<file path="src/hw/rtl/nbss_pkg.sv">
`timescale 1ns / 1ps
// ----------------------------------------------------------------------------
// nbss_pkg
// Shared types and constants for the NetBIOS session / SMB2 header parser.
// ----------------------------------------------------------------------------
package nbss_pkg;

  localparam int NBSS_LEN = 4;
  localparam int SMB2_LEN = 64;
  localparam int POS_W    = 7;

  localparam logic [POS_W-1:0] POS_TYPE    = POS_W'(0);
  localparam logic [POS_W-1:0] POS_LEN_HI  = POS_W'(1);
  localparam logic [POS_W-1:0] POS_LEN_MID = POS_W'(2);
  localparam logic [POS_W-1:0] POS_LEN_LO  = POS_W'(3);
  localparam logic [POS_W-1:0] POS_MAGIC   = POS_W'(NBSS_LEN);
  localparam logic [POS_W-1:0] POS_SIZE    = POS_W'(NBSS_LEN + 4);
  localparam logic [POS_W-1:0] POS_CHARGE  = POS_W'(NBSS_LEN + 6);
  localparam logic [POS_W-1:0] POS_STATUS  = POS_W'(NBSS_LEN + 8);
  localparam logic [POS_W-1:0] POS_COMMAND = POS_W'(NBSS_LEN + 12);
  localparam logic [POS_W-1:0] POS_FLAGS   = POS_W'(NBSS_LEN + 16);
  localparam logic [POS_W-1:0] POS_NEXT    = POS_W'(NBSS_LEN + 20);
  localparam logic [POS_W-1:0] POS_MSG     = POS_W'(NBSS_LEN + 24);
  localparam logic [POS_W-1:0] POS_TREE    = POS_W'(NBSS_LEN + 36);
  localparam logic [POS_W-1:0] POS_SESS    = POS_W'(NBSS_LEN + 40);
  localparam logic [POS_W-1:0] POS_LAST    = POS_W'(NBSS_LEN + SMB2_LEN - 1);
  localparam logic [POS_W-1:0] POS_END     = POS_W'(NBSS_LEN + SMB2_LEN);

  localparam logic [1:0] STATUS_OK         = 2'd0;
  localparam logic [1:0] STATUS_BAD_MAGIC  = 2'd1;
  localparam logic [1:0] STATUS_OTHER_TYPE = 2'd2;

  typedef struct packed {
    logic [1:0]  parse_status;
    logic [7:0]  session_type;
    logic [16:0] session_length;
    logic [15:0] structure_size;
    logic [15:0] credit_charge;
    logic [31:0] nt_status;
    logic [15:0] smb_command;
    logic [31:0] header_flags;
    logic [31:0] next_command_offset;
    logic [63:0] message_id;
    logic [31:0] tree_id;
    logic [63:0] session_id;
  } result_t;

  function automatic logic [7:0] magic_byte(input logic [1:0] idx);
    logic [7:0] m;
    case (idx)
      2'd0:    m = 8'hfe;
      2'd1:    m = 8'h53;
      2'd2:    m = 8'h4d;
      default: m = 8'h42;
    endcase
    return m;
  endfunction

endpackage

</file>
<file path="src/hw/rtl/nbss_parse_core.sv">
`timescale 1ns / 1ps
// ----------------------------------------------------------------------------
// nbss_parse_core
// Byte position tracker and field capture; flags a result on the byte that
// completes the header or ends the parse with an error.
// ----------------------------------------------------------------------------
module nbss_parse_core (
  input  logic                clk,
  input  logic                rst_n,
  input  logic                accept,
  input  logic [7:0]          data_byte,
  input  logic                flow_start,
  input  logic [7:0]          accepted_type,
  output logic                res_valid,
  output nbss_pkg::result_t   res
);

  logic [nbss_pkg::POS_W-1:0] pos_r, pos_nxt, pos_eff, rel;
  logic                       halted_r, halted_nxt, halt_eff, live;
  logic [7:0]                 type_r;
  logic [16:0]                len_r;
  logic [15:0]                size_r, charge_r, command_r;
  logic [31:0]                status_r, flags_r, next_r, tree_r;
  logic [63:0]                msg_r, sess_r;
  logic                       err_type, err_magic, done;

  // flow start restarts the parse on this very byte
  assign pos_eff  = flow_start ? nbss_pkg::POS_TYPE : pos_r;
  assign halt_eff = flow_start ? 1'b0 : halted_r;
  assign live     = accept && !halt_eff;

  assign err_type  = (pos_eff == nbss_pkg::POS_LEN_LO) && (type_r != accepted_type);
  assign err_magic = (pos_eff >= nbss_pkg::POS_MAGIC) && (pos_eff < nbss_pkg::POS_SIZE) &&
                     (data_byte != nbss_pkg::magic_byte(pos_eff[1:0]));
  assign done      = pos_eff >= nbss_pkg::POS_LAST;

  assign res_valid = live && (err_type || err_magic || done);

  always_comb begin
    res = '0;
    res.session_type   = type_r;
    res.session_length = (pos_eff == nbss_pkg::POS_LEN_LO) ? {len_r[16:8], data_byte} : len_r;
    if (err_type) begin
      res.parse_status = nbss_pkg::STATUS_OTHER_TYPE;
    end else if (err_magic) begin
      res.parse_status = nbss_pkg::STATUS_BAD_MAGIC;
    end else begin
      res.parse_status        = nbss_pkg::STATUS_OK;
      res.structure_size      = size_r;
      res.credit_charge       = charge_r;
      res.nt_status           = status_r;
      res.smb_command         = command_r;
      res.header_flags        = flags_r;
      res.next_command_offset = next_r;
      res.message_id          = msg_r;
      res.tree_id             = tree_r;
      res.session_id          = sess_r;
    end
  end

  always_comb begin
    pos_nxt    = pos_eff;
    halted_nxt = halt_eff;
    if (accept) begin
      if (live) begin
        if (pos_eff < nbss_pkg::POS_END) begin
          pos_nxt = pos_eff + 1'b1;
        end
        if (err_type || err_magic || done) begin
          halted_nxt = 1'b1;
        end
      end
    end else begin
      pos_nxt    = pos_r;
      halted_nxt = halted_r;
    end
  end

  always_ff @(posedge clk) begin
    if (!rst_n) begin
      pos_r    <= nbss_pkg::POS_TYPE;
      halted_r <= 1'b0;
    end else begin
      pos_r    <= pos_nxt;
      halted_r <= halted_nxt;
    end
  end

  // header fields, one byte lane per word
  always_ff @(posedge clk) begin
    if (live) begin
      if (pos_eff == nbss_pkg::POS_TYPE) begin
        type_r <= data_byte;
      end
      if (pos_eff == nbss_pkg::POS_LEN_HI) begin
        len_r <= {data_byte[0], 16'h0000};
      end
      if (pos_eff == nbss_pkg::POS_LEN_MID) begin
        len_r[15:8] <= data_byte;
      end
      if (pos_eff == nbss_pkg::POS_LEN_LO) begin
        len_r[7:0] <= data_byte;
      end
      if (pos_eff >= nbss_pkg::POS_SIZE && pos_eff < nbss_pkg::POS_CHARGE) begin
        size_r[{rel[0], 3'b000} +: 8] <= data_byte;
      end
      if (pos_eff >= nbss_pkg::POS_CHARGE && pos_eff < nbss_pkg::POS_STATUS) begin
        charge_r[{rel[0], 3'b000} +: 8] <= data_byte;
      end
      if (pos_eff >= nbss_pkg::POS_STATUS && pos_eff < nbss_pkg::POS_COMMAND) begin
        status_r[{rel[1:0], 3'b000} +: 8] <= data_byte;
      end
      if (pos_eff >= nbss_pkg::POS_COMMAND && pos_eff < nbss_pkg::POS_COMMAND + 2) begin
        command_r[{rel[0], 3'b000} +: 8] <= data_byte;
      end
      if (pos_eff >= nbss_pkg::POS_FLAGS && pos_eff < nbss_pkg::POS_NEXT) begin
        flags_r[{rel[1:0], 3'b000} +: 8] <= data_byte;
      end
      if (pos_eff >= nbss_pkg::POS_NEXT && pos_eff < nbss_pkg::POS_MSG) begin
        next_r[{rel[1:0], 3'b000} +: 8] <= data_byte;
      end
      if (pos_eff >= nbss_pkg::POS_MSG && pos_eff < nbss_pkg::POS_MSG + 8) begin
        msg_r[{rel[2:0], 3'b000} +: 8] <= data_byte;
      end
      if (pos_eff >= nbss_pkg::POS_TREE && pos_eff < nbss_pkg::POS_SESS) begin
        tree_r[{rel[1:0], 3'b000} +: 8] <= data_byte;
      end
      if (pos_eff >= nbss_pkg::POS_SESS && pos_eff < nbss_pkg::POS_SESS + 8) begin
        sess_r[{rel[2:0], 3'b000} +: 8] <= data_byte;
      end
    end
  end

  // lane offset inside the field that the position falls in
  always_comb begin
    if (pos_eff >= nbss_pkg::POS_SESS) begin
      rel = pos_eff - nbss_pkg::POS_SESS;
    end else if (pos_eff >= nbss_pkg::POS_TREE) begin
      rel = pos_eff - nbss_pkg::POS_TREE;
    end else if (pos_eff >= nbss_pkg::POS_MSG) begin
      rel = pos_eff - nbss_pkg::POS_MSG;
    end else begin
      rel = pos_eff;  // aligned fields below use the low bits directly
    end
  end

endmodule

</file>
<file path="src/hw/rtl/nbss_smb2_header_parser.sv">
`timescale 1ns / 1ps
// ----------------------------------------------------------------------------
// nbss_smb2_header_parser
// NetBIOS session header and SMB2 header parser, one byte per word.
// ----------------------------------------------------------------------------
// a result is registered into the output register, or into the skid entry while the output is held
// throughput: one byte per cycle while in_stall is low, set by the registered position update
// a two-entry output buffer lets bytes flow while a result waits
// synchronous active-low reset clears position, halt flag, buffer valids and
// the accepted session type; the first byte after reset is the session type
module nbss_smb2_header_parser (
  input  logic        clk,
  input  logic        rst_n,
  input  logic        in_valid,
  output logic        in_stall,
  input  logic [7:0]  in_data_byte,
  input  logic        in_flow_start,
  output logic        out_valid,
  input  logic        out_stall,
  output logic [1:0]  out_parse_status,
  output logic [7:0]  out_session_type,
  output logic [16:0] out_session_length,
  output logic [15:0] out_structure_size,
  output logic [15:0] out_credit_charge,
  output logic [31:0] out_nt_status,
  output logic [15:0] out_smb_command,
  output logic [31:0] out_header_flags,
  output logic [31:0] out_next_command_offset,
  output logic [63:0] out_message_id,
  output logic [31:0] out_tree_id,
  output logic [63:0] out_session_id,
  input  logic        cfg_wr_en,
  input  logic [7:0]  cfg_wr_data
);

  logic              accept, push, pop;
  logic [7:0]        acc_type_r;
  logic              res_valid;
  nbss_pkg::result_t res;
  nbss_pkg::result_t out_r, skid_r;
  logic              out_valid_r, skid_valid_r;

  assign in_stall = skid_valid_r;
  assign accept   = in_valid && !in_stall;
  assign push     = accept && res_valid;
  assign pop      = out_valid_r && !out_stall;

  always_ff @(posedge clk) begin
    if (!rst_n) begin
      acc_type_r <= 8'h00;
    end else if (cfg_wr_en) begin
      acc_type_r <= cfg_wr_data;
    end
  end

  nbss_parse_core u_core (
    .clk           (clk),
    .rst_n         (rst_n),
    .accept        (accept),
    .data_byte     (in_data_byte),
    .flow_start    (in_flow_start),
    .accepted_type (acc_type_r),
    .res_valid     (res_valid),
    .res           (res)
  );

  // output register plus skid entry
  always_ff @(posedge clk) begin
    if (!rst_n) begin
      out_valid_r  <= 1'b0;
      skid_valid_r <= 1'b0;
    end else if (!out_valid_r || pop) begin
      if (skid_valid_r) begin
        out_valid_r  <= 1'b1;
        skid_valid_r <= 1'b0;
      end else begin
        out_valid_r <= push;
      end
    end else if (push) begin
      skid_valid_r <= 1'b1;
    end
  end

  always_ff @(posedge clk) begin
    if (!out_valid_r || pop) begin
      if (skid_valid_r) begin
        out_r <= skid_r;
      end else if (push) begin
        out_r <= res;
      end
    end else if (push) begin
      skid_r <= res;
    end
  end

  assign out_valid               = out_valid_r;
  assign out_parse_status        = out_r.parse_status;
  assign out_session_type        = out_r.session_type;
  assign out_session_length      = out_r.session_length;
  assign out_structure_size      = out_r.structure_size;
  assign out_credit_charge       = out_r.credit_charge;
  assign out_nt_status           = out_r.nt_status;
  assign out_smb_command         = out_r.smb_command;
  assign out_header_flags        = out_r.header_flags;
  assign out_next_command_offset = out_r.next_command_offset;
  assign out_message_id          = out_r.message_id;
  assign out_tree_id             = out_r.tree_id;
  assign out_session_id          = out_r.session_id;

  a_skid_needs_out: assert property (@(posedge clk) disable iff (!rst_n)
    skid_valid_r |-> out_valid_r)
    else $error("skid entry held while output register empty");

  a_push_shows: assert property (@(posedge clk) disable iff (!rst_n)
    push |=> out_valid_r)
    else $error("pushed result not presented");

  a_error_zero: assert property (@(posedge clk) disable iff (!rst_n)
    (out_valid_r && out_r.parse_status != nbss_pkg::STATUS_OK) |->
      (out_r.message_id == 64'd0 && out_r.session_id == 64'd0 &&
       out_r.structure_size == 16'd0))
    else $error("error result carries header fields");

endmodule
</file>
<file path="config.mk">
export PLATFORM = sky130hd
export DESIGN_NAME = nbss_smb2_header_parser
export DESIGN_NICKNAME = d
export VERILOG_FILES = /design/src/hw/rtl/nbss_pkg.sv /design/src/hw/rtl/nbss_parse_core.sv /design/src/hw/rtl/nbss_smb2_header_parser.sv
export SDC_FILE = /design/constraint.sdc
export NUM_CORES = 1
export LEC_CHECK = 0
export BUFFER_PORTS_ARGS = -buffer_cell sky130_fd_sc_hd__buf_4
export CAP_MARGIN = 15
export CORE_ASPECT_RATIO = 1.25
export CORE_UTILIZATION = 40
export CTS_BUF_LIST = sky130_fd_sc_hd__clkbuf_8
export CTS_CLUSTER_SIZE = 12
export DETAILED_ROUTE_END_ITERATION = 6
export PLACE_DENSITY = 0.62
export SLEW_MARGIN = 0
export SYNTH_ARGS = -nofsm -noshare
export SYNTH_HDL_FRONTEND = slang
export SYNTH_SLANG_ARGS = --single-unit
</file>
<file path="constraint.sdc">
create_clock -name clk -period 43.8 [get_ports clk]
set_input_delay 2.19 -clock clk [delete_from_list [all_inputs] [get_ports clk]]
set_output_delay 2.19 -clock clk [all_outputs]
set_load 0.02 [all_outputs]
</file>
==> results.txt <==
hold buffer count at CTS - 0
Worst setup SP type - primary input
PwrDens - 38.0 nW/um^2
unrepaired setup endpoints after global routing - no
Post-CTS Resized - 0
count of final hold-check violations - 0
most frequent cells in the layout - edfxtp_1 (991), buf_4 (378), and2_1 (359)
initial antenna violation count - 4
min Tclk post-route - 7.02 ns
Switching Power - 0.000395 W
crit path max fanout - 79
status - completed
HP Class - flop to flop
clock network fraction of total power - 40.5%
Critical-path top delay cell - buf_4
most common cell after layout, fill and taps aside - edfxtp_1
CTS H-Tree Depth - 4
CTS Buf Count - 160
TritonCTS clock tree - done
routed length on met1 - 43.1 mm
Clk Latency, worst-skew pair - 0.86 ns
Pint - 0.00142 W
Req. time, crit path - 44.24 ns
Initial DRC Count - 2000
DRC - 0
clk_skew - 0.0380 ns
area growth from synthesis to layout - 15.1%
Crit path top cell by count - buf_4
main flop type after synthesis - edfxtp_1
Reg power frac - 58.0%
Pleak - 16.2 nW
row cnt - 131
DP Worst Slack - 35.84 ns
routability cong. - 0.816
sequential-to-total area share from yosys stat - 72.7%
die width - 290 um
met3 WL - 5.18 mm
final setup violation count - 0
Final Util - 46.6%
Final Max Slew Viols - 0
Critical Path AT - 7.47 ns
Worst path max stage delay - 0.94 ns
DP HPWL - 64.4 mm
Worst VDD drop - 0.0219 mV
switch share - 21.8%
CP Class - primary input to flop
GRT Total Usage - 19.5%
hold slack - 0.441 ns
vias in the first global route - 22400
relative slew slack - 26.2%
post-route setup TNS - 0 ns
port bufs - 354
Clk pin slew, worst setup/hold paths - 0.06 ns
Period Utilization, post-route - 16.0%
ratio of cells with drive above 1 in the final layout - 26.8%
Post-synth EDFFs - 991
Async S/R FF share, synth - 0%
first-pass GRT wire length - 148 mm
critical path, cell by cell - buf_4 -> inv_1 -> nand2_1 -> inv_2 -> ha_1 -> inv_1 -> a211oi_4 -> nor2_4 -> a21oi_4 -> buf_4 -> buf_4
Syn. warnings - 0
Final nets - 3207
total setup buffers inserted after CTS - 0
synthesized area per cell - 14.8 um^2
Vias/cell - 4.91
post-route antenna net violation count - 0
combinational share of power - 1.5%
Slew @ Worst Pin - 1.11 ns
chip height - 362 um
number of max-cap violations - 0
Post-Syn Nets - 2832
met2 wire length - 51.2 mm
crit end category - flop
Initial Util - 40.5%
Area after DPL - 44800 um^2
Fmax achieved - 142 MHz
I/O Pins - 355
die area - 105000 um^2
Post-Route WL - 102 mm
GRT overflow - 0
Seq cells post-synth - 1009
# fillers - 9220
CTS Sinks - 1009
maximum clock path buffer count - 3
DR WL/cell - 22.0 um
Root Driver - clkbuf_8
largest net degree at the start of global routing - 251
DR pass1 iterations - 6
Yosys cell types - 52
Post-Synthesis Cells - 2790
Top Metal Used - met4
cell area after layout - 47700 um^2
via count - 22700
min setup slack post-route - 36.78 ns
area of the core - 102000 um^2
Post-Syn Area - 41400 um^2
## through the flow
stage / std cells / power, W
floorplan: 2790 / 0.00109
detailed placement: 4333 / 0.00110
global route: 4624 / 0.00188
global placement: 4333 / 0.00110
CTS: 4623 / 0.00184
finish: 4625 / 0.00181
## Yosys cell counts (7+ instances only)
master / instances / area (um^2)
and2_1: 359 / 2250
and3_1: 29 / 181
buf_12: 22 / 440
buf_6: 15 / 169
buf_8: 7 / 105
clkbuf_1: 109 / 409
dfxtp_1: 18 / 360
edfxtp_1: 991 / 29800
ha_1: 20 / 250
inv_1: 22 / 82.6
mux2_2: 27 / 304
mux2_4: 8 / 120
mux2i_1: 9 / 90.1
nand2_1: 345 / 1290
nand2b_1: 315 / 1970
nor2_1: 75 / 282
nor2b_1: 17 / 106
nor3_1: 9 / 45.0
o21ai_0: 51 / 255
o21ai_2: 260 / 2280
xor2_1: 13 / 114
## power groups by stage
stage               logic (W)  registers, W  clock network [W]
floorplan           0.0000141       0.00107                  0
global placement    0.0000283       0.00107                  0
detailed placement  0.0000283       0.00107                  0
CTS                 0.0000285       0.00105           0.000759
global route        0.0000298       0.00105           0.000795
finish              0.0000280       0.00105           0.000734
## routing by layer
| layer | track usage, % | up-vias |
|---|---|---|
| met5 | 0 | - |
| met4 | 6.32 | 0 |
| met3 | 3.53 | 141 |
| met2 | 32.3 | 650 |
| met1 | 25.8 | 11300 |
| li1 | - | 10600 |
## sequential cells by signal (all words and copies together), names as in the netlist, 32 cells and up
name,cells
u_core.flags_r,32
u_core.tree_r,32
out_message_id,64
out_header_flags,32
out_next_command_offset,32
u_core.next_r,32
u_core.status_r,32
u_core.sess_r,64
out_session_id,64
out_tree_id,32
skid_r,331
u_core.msg_r,64
out_nt_status,32
## worst paths after layout
check / cells past startpoint / to / start / slack [ns]
worst max-delay path: 11 / out_nt_status[12] / in_flow_start / 36.78
worst min-delay path: 0 / skid_r[317] / u_core.len_r[13] / 0.44
worst max register to register: 9 / out_nt_status[12] / u_core.pos_r[0] / 38.07
worst min register to register: 0 / skid_r[317] / u_core.len_r[13] / 0.44
## logic make-up (layout without fill, tap and decap cells)
group           after synthesis  count (layout)  share of synthesized area [%]
simple gates               1175            1175                           15.3
xor+xnor                     15              15                          0.317
compound gates              338             338                           6.68
buf+inv                     189             692                           3.08
mux                          44              44                           1.24
flops                      1009            1009                           72.7
other cells                   0               2                              0
fa+ha+maj                    20              20                          0.604
## worst max-delay path, delay by kind of cell
family	cells	cell delay [ns]
AO/OA/AOI/OAI	2	1.01
AND/OR/NAND/NOR	2	0.66
adder cells (fa/ha/maj)	1	0.39
buffers and inverters	6	2.98
## area by class of cell
cell class	count	area, um^2	area share, %
Antenna cell	2	5.00	0.0105
Clock buffer	163	2240	4.71
Clock inverter	127	647	1.36
Inverter	23	86.3	0.181
Multi-Input combinational cell	1592	10000	21.1
Sequential cell	1009	30100	63.2
Tap cell	1330	1660	3.49
Timing Repair Buffer	379	2860	6.00
Note: power is estimated with default switching activity, not from simulation.
